--- config.mk ---
export PLATFORM = sky130hd
export DESIGN_NAME = insertion_sorter_core
export DESIGN_NICKNAME = d
export VERILOG_FILES = /design/src/rtl/isort_pkg.sv /design/src/rtl/insertion_sorter_core.sv /design/src/rtl/isort_cell.sv
export SDC_FILE = /design/constraint.sdc
export NUM_CORES = 2
export LEC_CHECK = 0
export ABC_AREA = 1
export ABC_CLOCK_PERIOD_IN_PS = 4800
export BUFFER_PORTS_ARGS = -buffer_cell sky130_fd_sc_hd__buf_2
export CAP_MARGIN = 20
export CELL_PAD_IN_SITES_DETAIL_PLACEMENT = 0
export CELL_PAD_IN_SITES_GLOBAL_PLACEMENT = 2
export CORE_AREA = 2 2 352 354
export CTS_BUF_LIST = sky130_fd_sc_hd__clkbuf_4
export DETAILED_ROUTE_END_ITERATION = 7
export DIE_AREA = 0 0 354 356
export PLACE_DENSITY = 0.74
export SLEW_MARGIN = 10
export SYNTH_ARGS = -nofsm -noshare
export SYNTH_HDL_FRONTEND = slang
export SYNTH_SLANG_ARGS = --single-unit
--- constraint.sdc ---
create_clock -name i_clk -period 4.8 [get_ports i_clk]
set_input_delay 0.48 -clock i_clk [delete_from_list [all_inputs] [get_ports i_clk]]
set_output_delay 0.48 -clock i_clk [all_outputs]
set_load 0.05 [all_outputs]
--- src/rtl/isort_pkg.sv ---
// Shared types and constants for the insertion sorter.
package isort_pkg;

    localparam int DEPTH_DEF = 16;
    localparam int DATA_W    = 32;

    // Sorter phase: collect a batch, or stream it out
    typedef enum logic {
        ST_FILL,
        ST_DRAIN
    } t_state;

    // Per-cycle command broadcast to every cell of the chain
    typedef struct packed {
        logic ins;    // insert the broadcast value
        logic shift;  // move every entry one cell toward the output
    } t_cell_ctl;

endpackage

--- src/rtl/insertion_sorter_core.sv ---
// Top level of the batch insertion sorter: cell chain, control and output register.
//
// Input stream: one signed 32-bit value per transaction on i_s_tdata, with
// i_s_tlast high on the final value of a batch. Every value drops into a
// chain of DEPTH cells: each cell compares against the
// broadcast value and either keeps its entry, takes its neighbor's entry or
// takes the new value, so the chain stays in ascending order with equal
// values in arrival order. Values beyond DEPTH are discarded and the batch
// is flagged.
// After the transaction carrying tlast, o_s_tready drops and the chain
// shifts its entries out toward the output, one per cycle, while the output
// register is free or being taken. Each result carries o_m_tlast on the
// largest entry and o_m_tuser high if the batch lost values. The first
// result is loaded into the output register after the tlast transaction
// has moved the state register to draining; at most DEPTH values of a
// batch are stored and drained. An output stall freezes the chain.
// o_s_tready returns the cycle after the final result is loaded, even
// while it waits in the output register.
// Reset (synchronous, active low) empties the chain and the output register.
module insertion_sorter_core #(
    parameter int DEPTH = isort_pkg::DEPTH_DEF
) (
    input  logic                              i_clk,
    input  logic                              i_rst_n,
    input  logic                              i_s_tvalid,
    output logic                              o_s_tready,
    input  logic [isort_pkg::DATA_W-1:0]      i_s_tdata,   // [31:0] value
    input  logic                              i_s_tlast,   // last
    output logic                              o_m_tvalid,
    input  logic                              i_m_tready,
    output logic [isort_pkg::DATA_W-1:0]      o_m_tdata,   // [31:0] sorted_value
    output logic                              o_m_tlast,   // final_res
    output logic                              o_m_tuser    // [0] dropped
);

    localparam int CNT_W = $clog2(DEPTH + 1);
    localparam int DW    = isort_pkg::DATA_W;

    isort_pkg::t_state    r_state, n_state;
    isort_pkg::t_cell_ctl ctl;

    logic [CNT_W-1:0]       r_count;
    logic                   r_ovf;
    logic                   r_out_vld;
    logic [DW-1:0]          r_out_data;
    logic                   r_out_last;
    logic                   r_out_user;

    logic signed [DW-1:0]   cell_data [DEPTH];
    logic                   cell_vld  [DEPTH];
    logic                   cell_gt   [DEPTH];

    logic                   s_acc;
    logic                   full;
    logic                   load;
    logic                   final_load;

    assign full       = cell_vld[DEPTH-1];
    assign s_acc      = i_s_tvalid && o_s_tready;
    assign load       = (r_state == isort_pkg::ST_DRAIN) && (!r_out_vld || i_m_tready);
    assign final_load = load && (r_count == CNT_W'(1));

    assign ctl.ins    = s_acc && !full;
    assign ctl.shift  = load;

    // Build the chain; each cell talks only to its two neighbors
    for (genvar i = 0; i < DEPTH; i++) begin : g_cell
        logic signed [DW-1:0] prev_data;
        logic                 prev_gt;
        logic                 prev_vld;
        logic signed [DW-1:0] next_data;
        logic                 next_vld;

        if (i == 0) begin : g_head
            assign prev_data = $signed(i_s_tdata);
            assign prev_gt   = 1'b0;
            assign prev_vld  = 1'b1;
        end else begin : g_body
            assign prev_data = cell_data[i-1];
            assign prev_gt   = cell_gt[i-1];
            assign prev_vld  = cell_vld[i-1];
        end

        if (i == DEPTH - 1) begin : g_tail
            assign next_data = '0;
            assign next_vld  = 1'b0;
        end else begin : g_inner
            assign next_data = cell_data[i+1];
            assign next_vld  = cell_vld[i+1];
        end

        isort_cell u_cell (
            .i_clk       (i_clk),
            .i_rst_n     (i_rst_n),
            .i_ctl       (ctl),
            .i_value     ($signed(i_s_tdata)),
            .i_prev_data (prev_data),
            .i_prev_gt   (prev_gt),
            .i_prev_vld  (prev_vld),
            .i_next_data (next_data),
            .i_next_vld  (next_vld),
            .o_data      (cell_data[i]),
            .o_vld       (cell_vld[i]),
            .o_gt        (cell_gt[i])
        );
    end

    // State register
    always_ff @(posedge i_clk) begin
        if (!i_rst_n) begin
            r_state <= isort_pkg::ST_FILL;
        end else begin
            r_state <= n_state;
        end
    end

    // Next state and input ready
    always_comb begin
        n_state    = r_state;
        o_s_tready = 1'b0;
        unique case (r_state)
            isort_pkg::ST_FILL: begin
                o_s_tready = 1'b1;
                if (s_acc && i_s_tlast) begin
                    n_state = isort_pkg::ST_DRAIN;
                end
            end
            isort_pkg::ST_DRAIN: begin
                if (final_load) begin
                    n_state = isort_pkg::ST_FILL;
                end
            end
            default: n_state = isort_pkg::ST_FILL;
        endcase
    end

    // Count stored entries while filling, remaining ones while draining
    always_ff @(posedge i_clk) begin
        if (!i_rst_n) begin
            r_count <= '0;
        end else if (ctl.ins) begin
            r_count <= r_count + CNT_W'(1);
        end else if (load) begin
            r_count <= r_count - CNT_W'(1);
        end
    end

    // Flag a batch that overran the chain; clear once its last result leaves
    always_ff @(posedge i_clk) begin
        if (!i_rst_n) begin
            r_ovf <= 1'b0;
        end else if (s_acc && full) begin
            r_ovf <= 1'b1;
        end else if (final_load) begin
            r_ovf <= 1'b0;
        end
    end

    // Output register: load from the chain head, hold while stalled
    always_ff @(posedge i_clk) begin
        if (!i_rst_n) begin
            r_out_vld <= 1'b0;
        end else if (load) begin
            r_out_vld <= 1'b1;
        end else if (i_m_tready) begin
            r_out_vld <= 1'b0;
        end
    end

    always_ff @(posedge i_clk) begin
        if (load) begin
            r_out_data <= cell_data[0];
            r_out_last <= (r_count == CNT_W'(1));
            r_out_user <= r_ovf;
        end
    end

    assign o_m_tvalid = r_out_vld;
    assign o_m_tdata  = r_out_data;
    assign o_m_tlast  = r_out_last;
    assign o_m_tuser  = r_out_user;

endmodule

--- src/rtl/isort_cell.sv ---
// One storage cell of the systolic insertion chain.
module isort_cell (
    input  logic                                   i_clk,
    input  logic                                   i_rst_n,
    input  isort_pkg::t_cell_ctl                   i_ctl,
    input  logic signed [isort_pkg::DATA_W-1:0]    i_value,
    input  logic signed [isort_pkg::DATA_W-1:0]    i_prev_data,
    input  logic                                   i_prev_gt,
    input  logic                                   i_prev_vld,
    input  logic signed [isort_pkg::DATA_W-1:0]    i_next_data,
    input  logic                                   i_next_vld,
    output logic signed [isort_pkg::DATA_W-1:0]    o_data,
    output logic                                   o_vld,
    output logic                                   o_gt
);

    logic signed [isort_pkg::DATA_W-1:0] r_data;
    logic                                r_vld;
    logic                                take;

    // An empty cell counts as larger than any value; equal entries stay put
    assign o_gt   = !r_vld || (r_data > i_value);
    assign o_data = r_data;
    assign o_vld  = r_vld;

    // Move only when something valid arrives: the new value or a real upper entry
    assign take   = i_ctl.ins && o_gt && (!i_prev_gt || i_prev_vld);

    // Hold the valid flag; insert or shift toward the output
    always_ff @(posedge i_clk) begin
        if (!i_rst_n) begin
            r_vld <= 1'b0;
        end else if (i_ctl.shift) begin
            r_vld <= i_next_vld;
        end else if (take) begin
            r_vld <= 1'b1;
        end
    end

    // Take the lower neighbor's entry if it also moves up, else the new value
    always_ff @(posedge i_clk) begin
        if (i_ctl.shift) begin
            r_data <= i_next_data;
        end else if (take) begin
            r_data <= i_prev_gt ? i_prev_data : i_value;
        end
    end

endmodule

# Word-level counts from Yosys, hierarchy flattened
# Index checks and enable logic that the tools add are counted.
dict set report classes {
  shifts 0
  muxes 85
  eq_ne 1
  bitwise_logic 2
  n_addsub 2
  n_reduce_logical 120
  div_mod_pow 0
  n_lt_le_gt_ge 16
  n_mul 0
}
# op n
set ops {}
lappend ops {{32-bit two-way mux} 45}
lappend ops {{32-bit greater-than comparator} 16}
lappend ops {{1-bit logical AND} 37}
lappend ops {{1-bit two-way mux} 37}
lappend ops {{2-bit nonzero test} 18}
lappend ops {{1-bit zero test} 32}
lappend ops {{1-bit logical OR} 32}
lappend ops {{5-bit two-way mux} 2}
lappend ops {{5-bit by 1-bit adder with 5-bit output, second input constant} 1}
lappend ops {{5-bit by 1-bit == test with 1-bit output, second input constant} 1}
lappend ops {{5-bit by 1-bit subtractor with 5-bit output, second input constant} 1}
lappend ops {{1-bit inverter} 2}
lappend ops {{1-bit case mux with 2 select lines} 1}
lappend ops {{2-bit OR reduction} 1}
dict set report word_totals {
  mem_bits_rw 0
  regBits 570
  n_memories 0
  latchBits 0
  input_bits 37
  romBits 0
  wordCells 265
}

# Longest topological paths before layout
dict set report depth {
  ltp_word 7
  depth_mapped 20
  ltp_nobuf 19
}

# Hierarchy
# From an unflattened synthesis, not the netlist that was laid out.
dict set report unflattened {
  cells_unflattened 4907
  area_unflattened_um2 42864.9
}
# module seq_area_each_um2 cells_each area_each_um2 n_inst
set modules_own_cells {}
lappend modules_own_cells {isort_cell 980.9 300 2585.0 16}
lappend modules_own_cells {insertion_sorter_core 1181.1 107 1505.2 1}

# Worst setup path after synthesis
# OpenSTA, ideal clock, no wires.
dict set report synth_path {
  path_type {input-to-reg}
  startpoint {input port i_s_tdata[5] (netlist name)}
  endpoint {register g_cell[0].u_cell.r_data, in the netlist g_cell[0].u_cell.o_data[0] (enable)}
  required_ns 4.359
  arrival_time_ns 4.154
  slack_ns 0.205
  path_stages 15
  cell_sequence {inv_1 > clkbuf_1 > ha_1 > a21oi_1 > nor2_1 > nor3_1 > nand2_1 > nand2_1 > nand2_1 > nand2_1 > nand2_1 > nand2_1 > nand3_2 > clkbuf_1 > a31oi_1}
}
dict set report synth_between {
  elab_chain_len 4
}
# item line
set synth_lines {}
lappend synth_lines {{from (decl)} insertion_sorter_core.sv:27} ;# input logic [isort_pkg::DATA_W-1:0] i_s_tdata,
lappend synth_lines {{32-bit greater-than comparator} isort_cell.sv:22} ;# assign o_gt = !r_vld || (r_data > i_value);
lappend synth_lines {{1-bit logical OR} isort_cell.sv:22}
lappend synth_lines {{1-bit logical AND} isort_cell.sv:27} ;# assign take = i_ctl.ins && o_gt && (!i_prev_gt || i_prev_vld);
lappend synth_lines {{2-bit nonzero test (no source line)} -}
lappend synth_lines {{to (signal assigned)} isort_cell.sv:43} ;# r_data <= i_next_data;
lappend synth_lines {{to (signal assigned)} isort_cell.sv:45} ;# r_data <= i_prev_gt ? i_prev_data : i_value;
lappend synth_lines {{to (decl)} isort_cell.sv:17} ;# logic signed [isort_pkg::DATA_W-1:0] r_data;
# Every way passes these cells.
# A chain may end at the register's enable or synchronous reset.

# Worst setup path in the final report
dict set report layout_path {
  startpoint {input port i_s_tdata[29] (netlist name)}
  endpoint {register g_cell[5].u_cell.r_data, in the netlist g_cell[5].u_cell.o_data[5] (data pin)}
}
dict set report layout_between {
  elab_chain_len 5
}
# item line
set layout_lines {}
lappend layout_lines {{32-bit greater-than comparator} isort_cell.sv:22}
lappend layout_lines {{1-bit logical OR} isort_cell.sv:22}
lappend layout_lines {{32-bit two-way mux} isort_cell.sv:45}
lappend layout_lines {{32-bit two-way mux} isort_cell.sv:44} ;# end else if (take) begin
lappend layout_lines {{32-bit two-way mux} isort_cell.sv:42} ;# if (i_ctl.shift) begin
lappend layout_lines {{to (signal assigned)} isort_cell.sv:43}
lappend layout_lines {{to (signal assigned)} isort_cell.sv:45}
lappend layout_lines {{to (decl)} isort_cell.sv:17}
# Every way passes these cells. The select of a mux whose other input is x is not followed.

==> flow_summary.toml <==
[sta]
setup_violations = 0
hold_ws_ps = 147
fmax_mhz = 289
layout_min_cycle_time_ps = 3470
slew_violations = 0
worstMarginPinSlew_ps = 957
fin_crit_sh_pct = 72.2
fin_skew_ps = 98.2
max_slew_margin_pct = 36.1
rsz0062_at_grt = "no"
timing.final.hold_violations = 0
timing.setup.tns_ps = 0

[logic_synthesis]
synth_flop_cell = "edfxtp_1"
syn_inst = 5548
synth_top_area_share_pct = 36.4
synth_seq_cells = 570
yosys_warnings = 0
synth_nets = 6068
synth_seq_area_share_pct = 39.0
synth_area_leaders = "edfxtp_1 (36%), nand2_1 (16%), ha_1 (14%)"
syn_area_per_cell_um2 = 7.65
synth_edf_count = 514
synth_top_area_cell = "edfxtp_1"
netlist_area_um2 = 42400
yosysUniqueCellTypes = 42
async_reset_ff_share_pct = 0

[floorplanning]
start_util_pct = 34.6
fp-row-count = 129
die-area_um2 = 126000
coreArea_um2 = 123000
die_width_um = 354
pin_count = 73
die_h_um = 356

[worst_hold_path]
hold_start = "i_s_tdata[5]"
hold_class = "in2reg"

[finish]
area_delta_synth_final_pct = 12.7
finalInstanceArea_um2 = 47800
post-route-util_pct = 39.0
drive_above_1_share_pct = 10.8
fin_nets = 6239

[routing]
num_vias = 38800
drt_iter0_markers = 3579
wirelength_um = 165000
wire_per_inst_um = 22.1
vias_per_cell = 5.18
ant_nets = 0
drcViolationCount = 0
first_pass_iters = 7

[flow_run]
drv_cap = 0

[cts]
clock_sinks = 570
cts.clk_slew.worst_paths_ps = 70
clkLatencyLatePin_ps = 1200
numCtsBuffers = 180
cts_tree = "done"
cts_max_level = 4
clock-root-buffer = "clkbuf_4"
clk_path_buf_depth = 3
post_cts_resized = 0

[critical_path]
worst-setup-path-type = "in2reg"
cp-endpoint = "g_cell[5].u_cell.o_data[5]"
crit_cells = 15
r2r-start = "g_cell[6].u_cell.o_data[30]"
worst-path-buf-inv = 5
crit_start = "i_s_tdata[29]"
critical_path.max_stage_delay_ps = 580
cp_max_fo = 32
crit_chain = "dlygate4sd3_1, buf_2, inv_1, buf_4, ha_1, nand2_1, nor2_1, nand2_1, nor4_1, nand4_1, nand3_2, buf_4, nand3_1, nand3_1, nand2_1"
ff2ff_path_depth = 15
cp_data_required_time_ps = 5660
crit_slowest_cell = "nor4_1"
arrival_ps = 4320
cp_common_cell = "nand2_1"
r2r_end = "g_cell[6].u_cell.o_data[13]"
critPathTopFamily = "buffers and inverters"
endpoint_kind = "register"
r2r_slack_ps = 1410
start_kind = "input pin"

[grt]
grt_pass1_vias = 37300
antenna_found_initial = 5
grt_pass1_wl_um = 247000
grt_max_degree = 125
globalRoute.totalOverflow = 0
track_usage_pct = 26.0

[power_and_ir_drop]
peakVddDrop_uv = 260
finalPower_mw = 16.5
powerDensity_nw_per_um2 = 346
p_leak_nw = 23.4

[outcome]
status = "complete, no violations"

[placed_design]
gp_congestion = 0.847
hpwl_um = 120000
io_buffers = 72
placed_cell_area_um2 = 45100
[sequential cells by signal (all words and copies together) (netlist names)]
register,flops
r_ovf,1
o_m_tuser,1
o_m_tvalid,1
g_cell.u_cell.o_data,512
r_count,5
o_m_tdata,32
g_cell.u_cell.o_vld,16
o_m_tlast,1
r_state,1
[metal layers]
layer,GRT usage [%],share of wire [%],wire length [um],up-vias
li1,-,-,-,19000
met1,39.2,49,80900,18300
met2,38.0,42,69700,1355
met3,4.17,6.8,11300,209
met4,7.38,2.1,3480,0
met5,0,0,0,-
[per-stage QoR]
step	cells	setup slack (ps)
3_5_place_dp	7129	812
5_1_grt	7493	1150
3_3_place_gp	7129	835
4_1_cts	7489	1390
2_1_floorplan	5548	205
6_report	7493	1330
[kinds of logic after synthesis]
logic type / share of synthesized area, %
and+or+nand+nor: 31.2
buffers and inverters: 9.36
DFF: 39.0
AOI/OAI and AO/OA: 6.21
adders and majority gates: 14.2
[worst min-delay path, delay by kind of cell]
family                 cells  cell delay [ps]
and+or+nand+nor            1               40
AOI/OAI and AO/OA          1               70
buffers and inverters      2              640
[Yosys cell counts, types with 4 or more instances]
cell type,count
nand2_1,1788
nand3_1,940
inv_1,664
edfxtp_1,514
ha_1,483
a21oi_1,296
clkbuf_1,195
nor2_1,121
o21ai_0,111
buf_2,57
dfxtp_1,56
nand2_2,51
nand4_1,48
o21ai_1,30
nand3_2,28
o211ai_1,28
buf_4,25
nor3_1,19
o21a_1,16
buf_6,11
buf_1,10
nor4_2,6
a31oi_1,5
o21bai_1,5
nand2_4,4
nand3b_1,4
[layout by cell type, fill, tap and decap left out, types with 8 or more instances in the layout]
master         count
buf_4            148
buf_2             72
inv_1            653
a21oi_1          296
o21a_1            16
clkinv_1          48
ha_1             483
nor2_1           121
nand3_2           28
dlygate4sd3_1     45
nand2_1         1787
o21ai_0          111
nand2_2           51
inv_2              8
edfxtp_1         514
clkbuf_4         258
buf_12            29
o211ai_1          28
dfxtp_1           54
o21ai_1           30
nor3_1            19
nand4_1           48
nand3_1          940
[cell type report]
class / count / area, um^2
fillers: 13100 / 74900
multi-input cells: 4009 / 21900
flip-flops and latches: 570 / 16600
repair buffers: 294 / 2500
inverters: 664 / 2500
well taps: 1637 / 2050
clock buffers: 258 / 1940
clock inverters: 57 / 319
diodes: 4 / 10.0
[worst min-delay path by stage]
stage | endpoint | slack (ps) | cells past startpoint
2_1_floorplan | o_m_tuser | 410 | 0
3_3_place_gp | o_m_tuser | 420 | 0
3_5_place_dp | o_m_tuser | 430 | 0
4_1_cts | g_cell[0].u_cell.o_data[5] | 2 | 4
5_1_grt | g_cell[0].u_cell.o_data[18] | 60 | 4
6_report | g_cell[0].u_cell.o_data[5] | 150 | 4
[power by group]
group	internal (mW)	total [mW]	switching, mW
registers	6.24	6.83	0.588
clock network	2.61	5.08	2.46
logic	1.45	4.63	3.19
[repair_timing]
action	4_1_cts	5_1_grt
hold endpoints to repair	229	0
setup endpoints to repair	0	0
setup buffers	0	0
hold buffers	45	0
Power figures use the tool's default switching activity.
